**src/design/wdl_pkg.sv**
```systemverilog
`timescale 1ns / 1ps
// ----------------------------------------------------------------------------
// wdl_pkg
// Shared types and constants of the word dictionary lookup core.
// ----------------------------------------------------------------------------
package wdl_pkg;

  localparam int MAX_ENTRIES  = 1024;
  localparam int MAX_WORD_LEN = 30;
  localparam int ADDR_W = (MAX_ENTRIES > 1) ? $clog2(MAX_ENTRIES) : 1;
  localparam int CNT_W  = $clog2(MAX_ENTRIES + 1);
  localparam int LEN_W  = $clog2(MAX_WORD_LEN + 1);

  localparam logic [1:0] ACT_LOOKUP = 2'd0;
  localparam logic [1:0] ACT_MAIN   = 2'd1;
  localparam logic [1:0] ACT_IGN    = 2'd2;
  // unused code, behaves as a look up
  localparam logic [1:0] ACT_SPARE  = 2'd3;

  localparam logic [2:0] ST_KNOWN    = 3'd0;
  localparam logic [2:0] ST_UNKNOWN  = 3'd1;
  localparam logic [2:0] ST_ADDED    = 3'd2;
  localparam logic [2:0] ST_FULL     = 3'd3;
  localparam logic [2:0] ST_TOO_LONG = 3'd4;

  typedef struct packed {
    logic [1:0] action;
    logic [7:0] char_code;
    logic       last_char;
  } in_item_t;

  typedef struct packed {
    logic [2:0] status;
    logic       match_is_main;
  } out_item_t;

  typedef logic [MAX_WORD_LEN-1:0][7:0] word_t;

  // finished word handed from front to back
  typedef struct packed {
    logic [1:0]       action;
    logic             ovf;
    logic [LEN_W-1:0] len;
    word_t            chars;
  } job_t;

  typedef struct packed {
    logic             kind;
    logic [LEN_W-1:0] len;
    word_t            chars;
  } entry_t;

  typedef enum logic {
    B_IDLE,
    B_SCAN
  } b_state_t;

endpackage

```
**src/design/wdl_front.sv**
```systemverilog
`timescale 1ns / 1ps
// ----------------------------------------------------------------------------
// wdl_front
// Collects characters of a word and hands the finished word to the back end
// through a one-entry job slot.
// ----------------------------------------------------------------------------
module wdl_front (
  input  logic             clk,
  input  logic             rst_n,
  input  logic             start,
  output logic             busy,
  input  wdl_pkg::in_item_t in_item,
  output logic             job_vld,
  output wdl_pkg::job_t    job,
  input  logic             job_pop
);
  import wdl_pkg::*;

  word_t            buf_r, buf_nxt;
  logic [LEN_W-1:0] len_r, len_nxt;
  logic             ovf_r, ovf_nxt;
  logic             slot_vld_r, slot_vld_nxt;
  job_t             slot_r, slot_nxt;
  logic             acc, store;

  assign busy    = slot_vld_r;
  assign job_vld = slot_vld_r;
  assign job     = slot_r;
  assign acc     = start && !busy;
  assign store   = !ovf_r && (len_r < LEN_W'(MAX_WORD_LEN));

  always_comb begin
    buf_nxt      = buf_r;
    len_nxt      = len_r;
    ovf_nxt      = ovf_r;
    slot_nxt     = slot_r;
    slot_vld_nxt = slot_vld_r && !job_pop;
    if (acc) begin
      if (store) begin
        for (int i = 0; i < MAX_WORD_LEN; i++) begin
          if (LEN_W'(i) == len_r) buf_nxt[i] = in_item.char_code;
        end
        len_nxt = len_r + 1'b1;
      end else begin
        ovf_nxt = 1'b1;
      end
      if (in_item.last_char) begin
        slot_nxt.action = in_item.action;
        slot_nxt.ovf    = ovf_nxt;
        slot_nxt.len    = len_nxt;
        slot_nxt.chars  = buf_nxt;
        slot_vld_nxt    = 1'b1;
        len_nxt         = '0;
        ovf_nxt         = 1'b0;
      end
    end
  end

  always_ff @(posedge clk) begin
    buf_r  <= buf_nxt;
    slot_r <= slot_nxt;
    if (!rst_n) begin
      len_r      <= '0;
      ovf_r      <= 1'b0;
      slot_vld_r <= 1'b0;
    end else begin
      len_r      <= len_nxt;
      ovf_r      <= ovf_nxt;
      slot_vld_r <= slot_vld_nxt;
    end
  end

  a_len_bound: assert property (@(posedge clk) disable iff (!rst_n)
    len_r <= LEN_W'(MAX_WORD_LEN)) else $error("word length past limit");
  a_slot_hold: assert property (@(posedge clk) disable iff (!rst_n)
    slot_vld_r && !job_pop |=> slot_vld_r && $stable(slot_r))
    else $error("job slot lost");
  a_ovf_full: assert property (@(posedge clk) disable iff (!rst_n)
    ovf_r |-> len_r == LEN_W'(MAX_WORD_LEN)) else $error("overflow with room left");

endmodule

```
**config.mk**
```make
export PLATFORM = sky130hd
export DESIGN_NAME = wdl_front
export DESIGN_NICKNAME = d
export VERILOG_FILES = /design/src/design/wdl_pkg.sv /design/src/design/wdl_front.sv
export SDC_FILE = /design/constraint.sdc
export NUM_CORES = 1
export LEC_CHECK = 0
export BUFFER_PORTS_ARGS = -buffer_cell sky130_fd_sc_hd__buf_4
export CAP_MARGIN = 20
export CORE_MARGIN = 10
export CORE_UTILIZATION = 55
export CTS_CLUSTER_SIZE = 40
export DETAILED_ROUTE_END_ITERATION = 6
export PLACE_DENSITY = 0.77
export SLEW_MARGIN = 20
export SYNTH_ARGS = -nofsm -noshare
export SYNTH_HDL_FRONTEND = slang
export SYNTH_SLANG_ARGS = --single-unit
```
**constraint.sdc**
```tcl
create_clock -name clk -period 28.3 [get_ports clk]
set_clock_uncertainty 0.15 [all_clocks]
set_input_delay 2.83 -clock clk [delete_from_list [all_inputs] [get_ports clk]]
set_output_delay 2.83 -clock clk [all_outputs]
set_load 0.005 [all_outputs]
```
==> results.json, run 1 <==
{
  "status": "finished clean",
  "synth-compound-area-share_pct": 0.5448,
  "cts_resized": 0,
  "finalSetupViolCount": 0,
  "p_sw_share_pct": 19.91,
  "maxSlewViolCount": 0,
  "synth-xor-area-share_pct": 0.04767,
  "wl_per_cell_um": 24.10,
  "place.detailed.hpwl_mm": 24.92,
  "p_sw_uw": 308.1,
  "required_ps": 28310,
  "insertion_delay_ps": 530,
  "die-width_um": 202.8,
  "fp.coreArea_mm2": 0.03278,
  "post_cts_buffers": 0,
  "drc": 0,
  "grt_max_degree": 91,
  "power.internal_uw": 1239,
  "synth_mux_area_share_pct": 14.77,
  "dp_worst_setup_slack_ps": 22910,
  "final.setup.worst_slack_ps": 23430,
  "grt_pass1_wl_mm": 58.43,
  "io_buffers": 264,
  "setup-tns-final_ps": 0,
  "path_class": "primary input to register",
  "synthCells": 867,
  "synth.distinct_cells": 40,
  "worst_pin_slew_ps": 1081,
  "die_y_um": 202.8,
  "grt_pass1_vias": 9294,
  "async_flop_share_pct": 0,
  "combinationalPowerShare_pct": 5.7,
  "synth_warnings": 0,
  "antenna_found_initial": 0,
  "synth_seq_cells": 495,
  "cts_tree": "built",
  "finalHoldWorstSlack_ps": 413.2,
  "layout_common_cells": "edfxtp_1 (488), buf_4 (270), mux2_2 (241)",
  "synth_edf_count": 488,
  "clockBufferDepth": 3,
  "fillers": 2083,
  "fmax_mhz": 205.4,
  "seq_area_mm2": 0.01479,
  "max-vdd-ir-drop_v": 0.00005009,
  "finalCriticalPeriod_ps": 4869,
  "fp.dieArea_mm2": 0.04111,
  "grt_use_total_pct": 18.52,
  "sequentialPowerShare_pct": 56.3,
  "cpLargestDelayFamily": "buffers and inverters",
  "critPathMaxStageDelay_ps": 780,
  "h-tree-depth": 2,
  "hold_path_class": "register to register",
  "diodes": 0,
  "start_kind": "primary input",
  "syn_area_mm2": 0.01837,
  "worstPathCellList": "buf_4, nand2b_1, nor2_4, buf_4, buf_4",
  "synth_fa_ha_area_share_pct": 0.4086,
  "crit_buf_inv": 3,
  "period_share_pct": 17.21,
  "hold_violations": 0,
  "cts-root-buf": "clkbuf_16",
  "drtPass1Iterations": 4,
  "synthFlopType": "edfxtp_1",
  "antenna_left": 0,
  "ys_seq_area_share_pct": 80.53,
  "finalNetCount": 1171,
  "rsz0062_at_grt": "false",
  "path_clk_slew_ps": 60,
  "io_pins": 265,
  "grt_overflow": 0,
  "multi_input_area_mm2": 0.003392,
  "wl_mm": 39.11,
  "mostFrequentLayoutCell": "edfxtp_1",
  "cp_max_fo": 62,
  "synth-simple-area-share_pct": 2.649,
  "cp_slowest_cell": "buf_4",
  "worstSetupEndpointType": "register",
  "start_util_pct": 56.04,
  "synth_top_family_by_area": "multiplexers",
  "leakagePower_uw": 0.007934,
  "cts_buffers": 48,
  "avgSynthCellArea_um2": 21.19,
  "cts_sinks": 495,
  "synth_nets": 888,
  "std_cell_rows": 66,
  "crit_arrival_ps": 4870,
  "timing.critical_path.mode_cell": "buf_4",
  "cts_hold_buf": 0,
  "drv_cap": 0,
  "clockPowerShare_pct": 38.0,
  "area_delta_synth_final_pct": 21.04,
  "globalplace.congestion": 0.7459,
  "power_density_mw_per_mm2": 69.60,
  "vias": 8958,
  "dr.first_iter.drc_count": 779,
  "drive_gt1_share_pct": 51.14,
  "relSlewSlack_pct": 27.91,
  "viasPerCell": 5.519
}
## worst paths after layout
kind / startpoint / to / slack [ps] / cells past startpoint
setup reg to reg: busy / job[14] / 25370 / 4
setup / recovery: start / job[14] / 23430 / 5
hold reg to reg: buf_r[220] / job[220] / 410 / 1
hold / removal: buf_r[220] / job[220] / 410 / 1
## worst reg2reg max path, cell delays in order (launching register included)
cell and delay [ps]:
dfxtp_1 350, nand2b_1 370, nor2_4 180, buf_4 640, buf_4 850
## sequential cells by signal, indices dropped and copies added (netlist names)
signal / count
ovf_r: 1
buf_r: 240
busy: 1
len_r: 5
job: 248
## synthesized netlist by cell type (4+ instances only)
cell	count	area share (%)
inv_1	8	0.16
ha_1	6	0.41
nand3_2	6	0.33
dfxtp_1	7	0.76
nand2_2	21	0.72
o21ai_0	4	0.11
buf_2	4	0.11
nand2_1	6	0.12
mux2_2	241	15
clkbuf_1	29	0.59
edfxtp_1	488	80
## through the flow
step / instance area (um2) / util [%] / cells / power, uW
2_1_floorplan: 18370 / - / 867 / 936.6
3_3_place_gp: 20800 / 63.46 / 1542 / 972.8
3_5_place_dp: 20800 / 63.46 / 1542 / 976.8
4_1_cts: 22240 / 67.83 / 1623 / 1561
5_1_grt: 22240 / 67.83 / 1623 / 1598
6_report: 22240 / 67.83 / 1623 / 1548
## layout make-up
cell class              count  share of cell area, %
flip-flops and latches    495                  66.53
multi-input cells         327                  15.25
repair buffers            270                  9.115
clock buffers              62                  5.734
well taps                 442                  2.487
clock inverters            19                 0.7090
inverters                   8                 0.1688
## layer usage
metal  part of all wire (%)  up-vias  global-route usage (%)
met1                     42     4607                   24.36
met4                    1.6        0                   4.530
li1                       -     3993                       -
met5                      0        -                       0
met3                    7.7       50                   4.951
met2                     49      308                   30.25
## power groups by stage
stage	logic (uW)	clock network [uW]	registers [uW]
CTS	90.1	599	872
detailed placement	89.9	0	887
global route	96.4	626	875
floorplan	42.1	0	894
global placement	87.2	0	886
finish	88.2	587	872
## kinds of logic after synthesis
| logic type | Yosys count |
|---|---|
| buffers and inverters | 45 |
| DFF | 495 |
| AOI/OAI and AO/OA | 15 |
| xor gates and xnor gates | 1 |
| adders and majority gates | 6 |
| muxes | 241 |
| and+or+nand+nor | 64 |
No activity file was read; power rests on OpenSTA's default activity.
==> inputs of run 2 (changes only) <==
ABC_AREA = 1   (was not set)
CORE_UTILIZATION = 51   (was 55)
PLACE_DENSITY = 0.75   (was 0.77)
clock period = 3.95 ns   (was 28.3 ns; I/O delays follow)
==> run 2 against run 1 <==
  * Via count grew 14%
  * Sequential cell count is the same
  * Largest cell class unchanged
  * Routed wire length grew 9.4%
  * Critical path type is now register to register
  * Die area grew 7.0%
  * Non-clock buffer count grew 12
  * Hold slack lost 360 ps
  * Worst setup slack lost 22000 ps
  * First-iteration DRC count grew 8.0%
  * Clock-buffer cell count grew 11
  * Sequential power grew to 7.2 times the previous value
  * Global-route usage grew 0.67 points
  * Clock power grew to 7.6 times the previous value
==> results.json, run 2 <==
{
  "status": "finished clean",
  "fmax_mhz": 416.5,
  "synth_mux_area_share_pct": 0,
  "drv_cap": 0,
  "cts_resized": 0,
  "crit_cells": 4,
  "yosysTopAreaCell": "edfxtp_1",
  "synth_edf_count": 488,
  "worstSetupEndpointType": "register",
  "cts_sinks": 495,
  "insertion_delay_ps": 580,
  "grt_pass1_wl_mm": 65.03,
  "avgSynthCellArea_um2": 15.86,
  "synth-xor-area-share_pct": 0.04768,
  "grt_max_degree": 171,
  "synth.distinct_cells": 29,
  "wl_per_cell_um": 22.13,
  "synthTopCellsByCount": "edfxtp_1 (488), nand2_1 (190), o21ai_0 (145)",
  "crit_arrival_ps": 2580,
  "vias": 10230,
  "path_class": "register to register",
  "finalSetupViolCount": 0,
  "worstReg2RegStart": "len_r[2]",
  "ys_seq_area_share_pct": 80.54,
  "fp.dieArea_mm2": 0.04401,
  "critPathMaxStageDelay_ps": 570,
  "crit_buf_inv": 1,
  "cpLargestDelayFamily": "simple AND/OR/NAND/NOR gates",
  "final_core_util_pct": 62.91,
  "synth_nets": 1179,
  "synth_warnings": 0,
  "cts_buffers": 49,
  "antenna_left": 0,
  "leakagePower_uw": 0.008437,
  "synth_top_family_by_area": "compound AO/OA/AOI/OAI gates",
  "io_pins": 265,
  "antenna_found_initial": 0,
  "synth.most_common_cell": "edfxtp_1",
  "wl_mm": 42.78,
  "synth-simple-area-share_pct": 8.249,
  "h-tree-depth": 2,
  "relSlewSlack_pct": 16.39,
  "worst_pin_slew_ps": 1254,
  "synthFlopType": "edfxtp_1",
  "grt_pass1_vias": 10430,
  "synthCells": 1158,
  "worstHoldStart": "start",
  "fp.coreArea_mm2": 0.03557,
  "required_ps": 4120,
  "power.total_uw": 11390,
  "r2r_slack_ps": 1550,
  "largest_reg_flops": 248,
  "hold_path_end": "len_r[3]",
  "layout_common_cells": "edfxtp_1 (488), buf_4 (273), nand2_1 (189)",
  "viasPerCell": 5.291,
  "post_cts_buffers": 0,
  "area_delta_synth_final_pct": 21.82,
  "period_share_pct": 60.79,
  "async_flop_share_pct": 0,
  "globalplace.congestion": 0.8298,
  "mostFrequentLayoutCell": "edfxtp_1",
  "grt_use_total_pct": 19.19,
  "path_clk_slew_ps": 60,
  "start_util_pct": 51.64,
  "hold_violations": 0,
  "syn_area_mm2": 0.01837,
  "r2r_cells": 4,
  "power_density_mw_per_mm2": 509.2,
  "rsz0062_at_grt": "false",
  "synth_fa_ha_area_share_pct": 0.4087,
  "hold_path_class": "primary input to register",
  "clockBufferDepth": 3,
  "grt_overflow": 0,
  "die_y_um": 209.8,
  "worstPathCellList": "inv_1, nor2_2, nand3_1, o21ai_0",
  "synth_area_leaders": "edfxtp_1 (80%), o21ai_0 (4.0%), nand2_1 (3.9%), a21oi_2 (3.8%), nor2_1 (1.6%)",
  "drtPass1Iterations": 5,
  "synth-compound-area-share_pct": 8.481,
  "std_cell_rows": 69,
  "worstReg2RegEnd": "buf_r[54]",
  "io_buffers": 264,
  "maxSlewViolCount": 0,
  "cts-root-buf": "clkbuf_16",
  "finalNetCount": 1453,
  "drc": 0,
  "drive_gt1_share_pct": 32.07,
  "holdPathStages": 4,
  "diodes": 0,
  "cts_tree": "built",
  "synth_top_area_share_pct": 79.78,
  "cp_max_fo": 16,
  "finalCriticalPeriod_ps": 2401,
  "die-width_um": 209.8,
  "cp_slowest_cell": "dfxtp_1",
  "max-vdd-ir-drop_v": 0.0004221,
  "dr.first_iter.drc_count": 841,
  "synth_seq_cells": 495,
  "start_kind": "register",
  "place.detailed.hpwl_mm": 26.86
}
[run 2: changes by cell type after synthesis, sizes merged, moves of 11 or more]
cell / delta
mux2: -241
nand2: +166
o21ai: +149
nor2: +109
a21oi: +90
inv: +13
buf: +11
clkbuf: +11
[run 2: how the worst max path moves through the flow]
| stage | from | endpoint | slack [ps] |
|---|---|---|---|
| 6_report | len_r[2] | buf_r[54] | 1550 |
| 3_3_place_gp | start | ovf_r | 1520 |
| 4_1_cts | len_r[2] | job[54] | 1450 |
| 5_1_grt | len_r[2] | job[54] | 1290 |
| 3_5_place_dp | len_r[2] | job[54] | 1530 |
| 2_1_floorplan | busy | job[0] | -800 |
[run 2: cell type report]
class                   count  area (um2)
inverters                  21       82.58
well taps                 461       576.8
flip-flops and latches    495       14800
repair buffers            282        2197
clock inverters            18       142.6
fillers                  2611       13190
clock buffers              73        1409
multi-input cells         583        3172
[run 2: routing by layer]
layer	vias to the layer above	wire, um	GRT usage (%)
met5	-	0	0
met4	0	1084	6.822
met3	71	3426	5.182
met2	365	21270	31.34
met1	5007	17000	24.25
li1	4784	-	-
[run 2: tightest hold or removal path, delay by kind of cell]
kind	cells	cell delay, ps
compound gates	1	60
simple gates	2	180
buf+inv	1	90
[run 2: timing repair]
action,in CTS,in global routing
setup endpoints to repair,0,0
hold buffers,4,0
endpoints found under the hold margin,4,0
[run 2: kinds of logic after synthesis]
kind of cell    count (synthesis)
xor+xnor                        1
simple gates                  327
compound gates                249
buf+inv                        80
flops                         495
fa+ha+maj                       6
[run 2: through the flow]
step | cell area, um2 | hold slack (ps) | worst slack (ps) | setup TNS [ps] | std cells
2_1_floorplan | 18390 | 343.9 | -797.1 | -359260 | 1158
3_3_place_gp | 20760 | 391.9 | 1520 | 0 | 1837
3_5_place_dp | 20760 | 409.5 | 1525 | 0 | 1837
4_1_cts | 22350 | 12.87 | 1451 | 0 | 1932
5_1_grt | 22380 | 47.22 | 1287 | 0 | 1933
6_report | 22380 | 53.19 | 1549 | 0 | 1933
[run 2: power breakdown]
group          total (uW)  switching [uW]  internal (uW)
Clock                4470            1880           2600
Sequential           6260             102           6150
Combinational         666             420            247
Total               11400            2400           9000
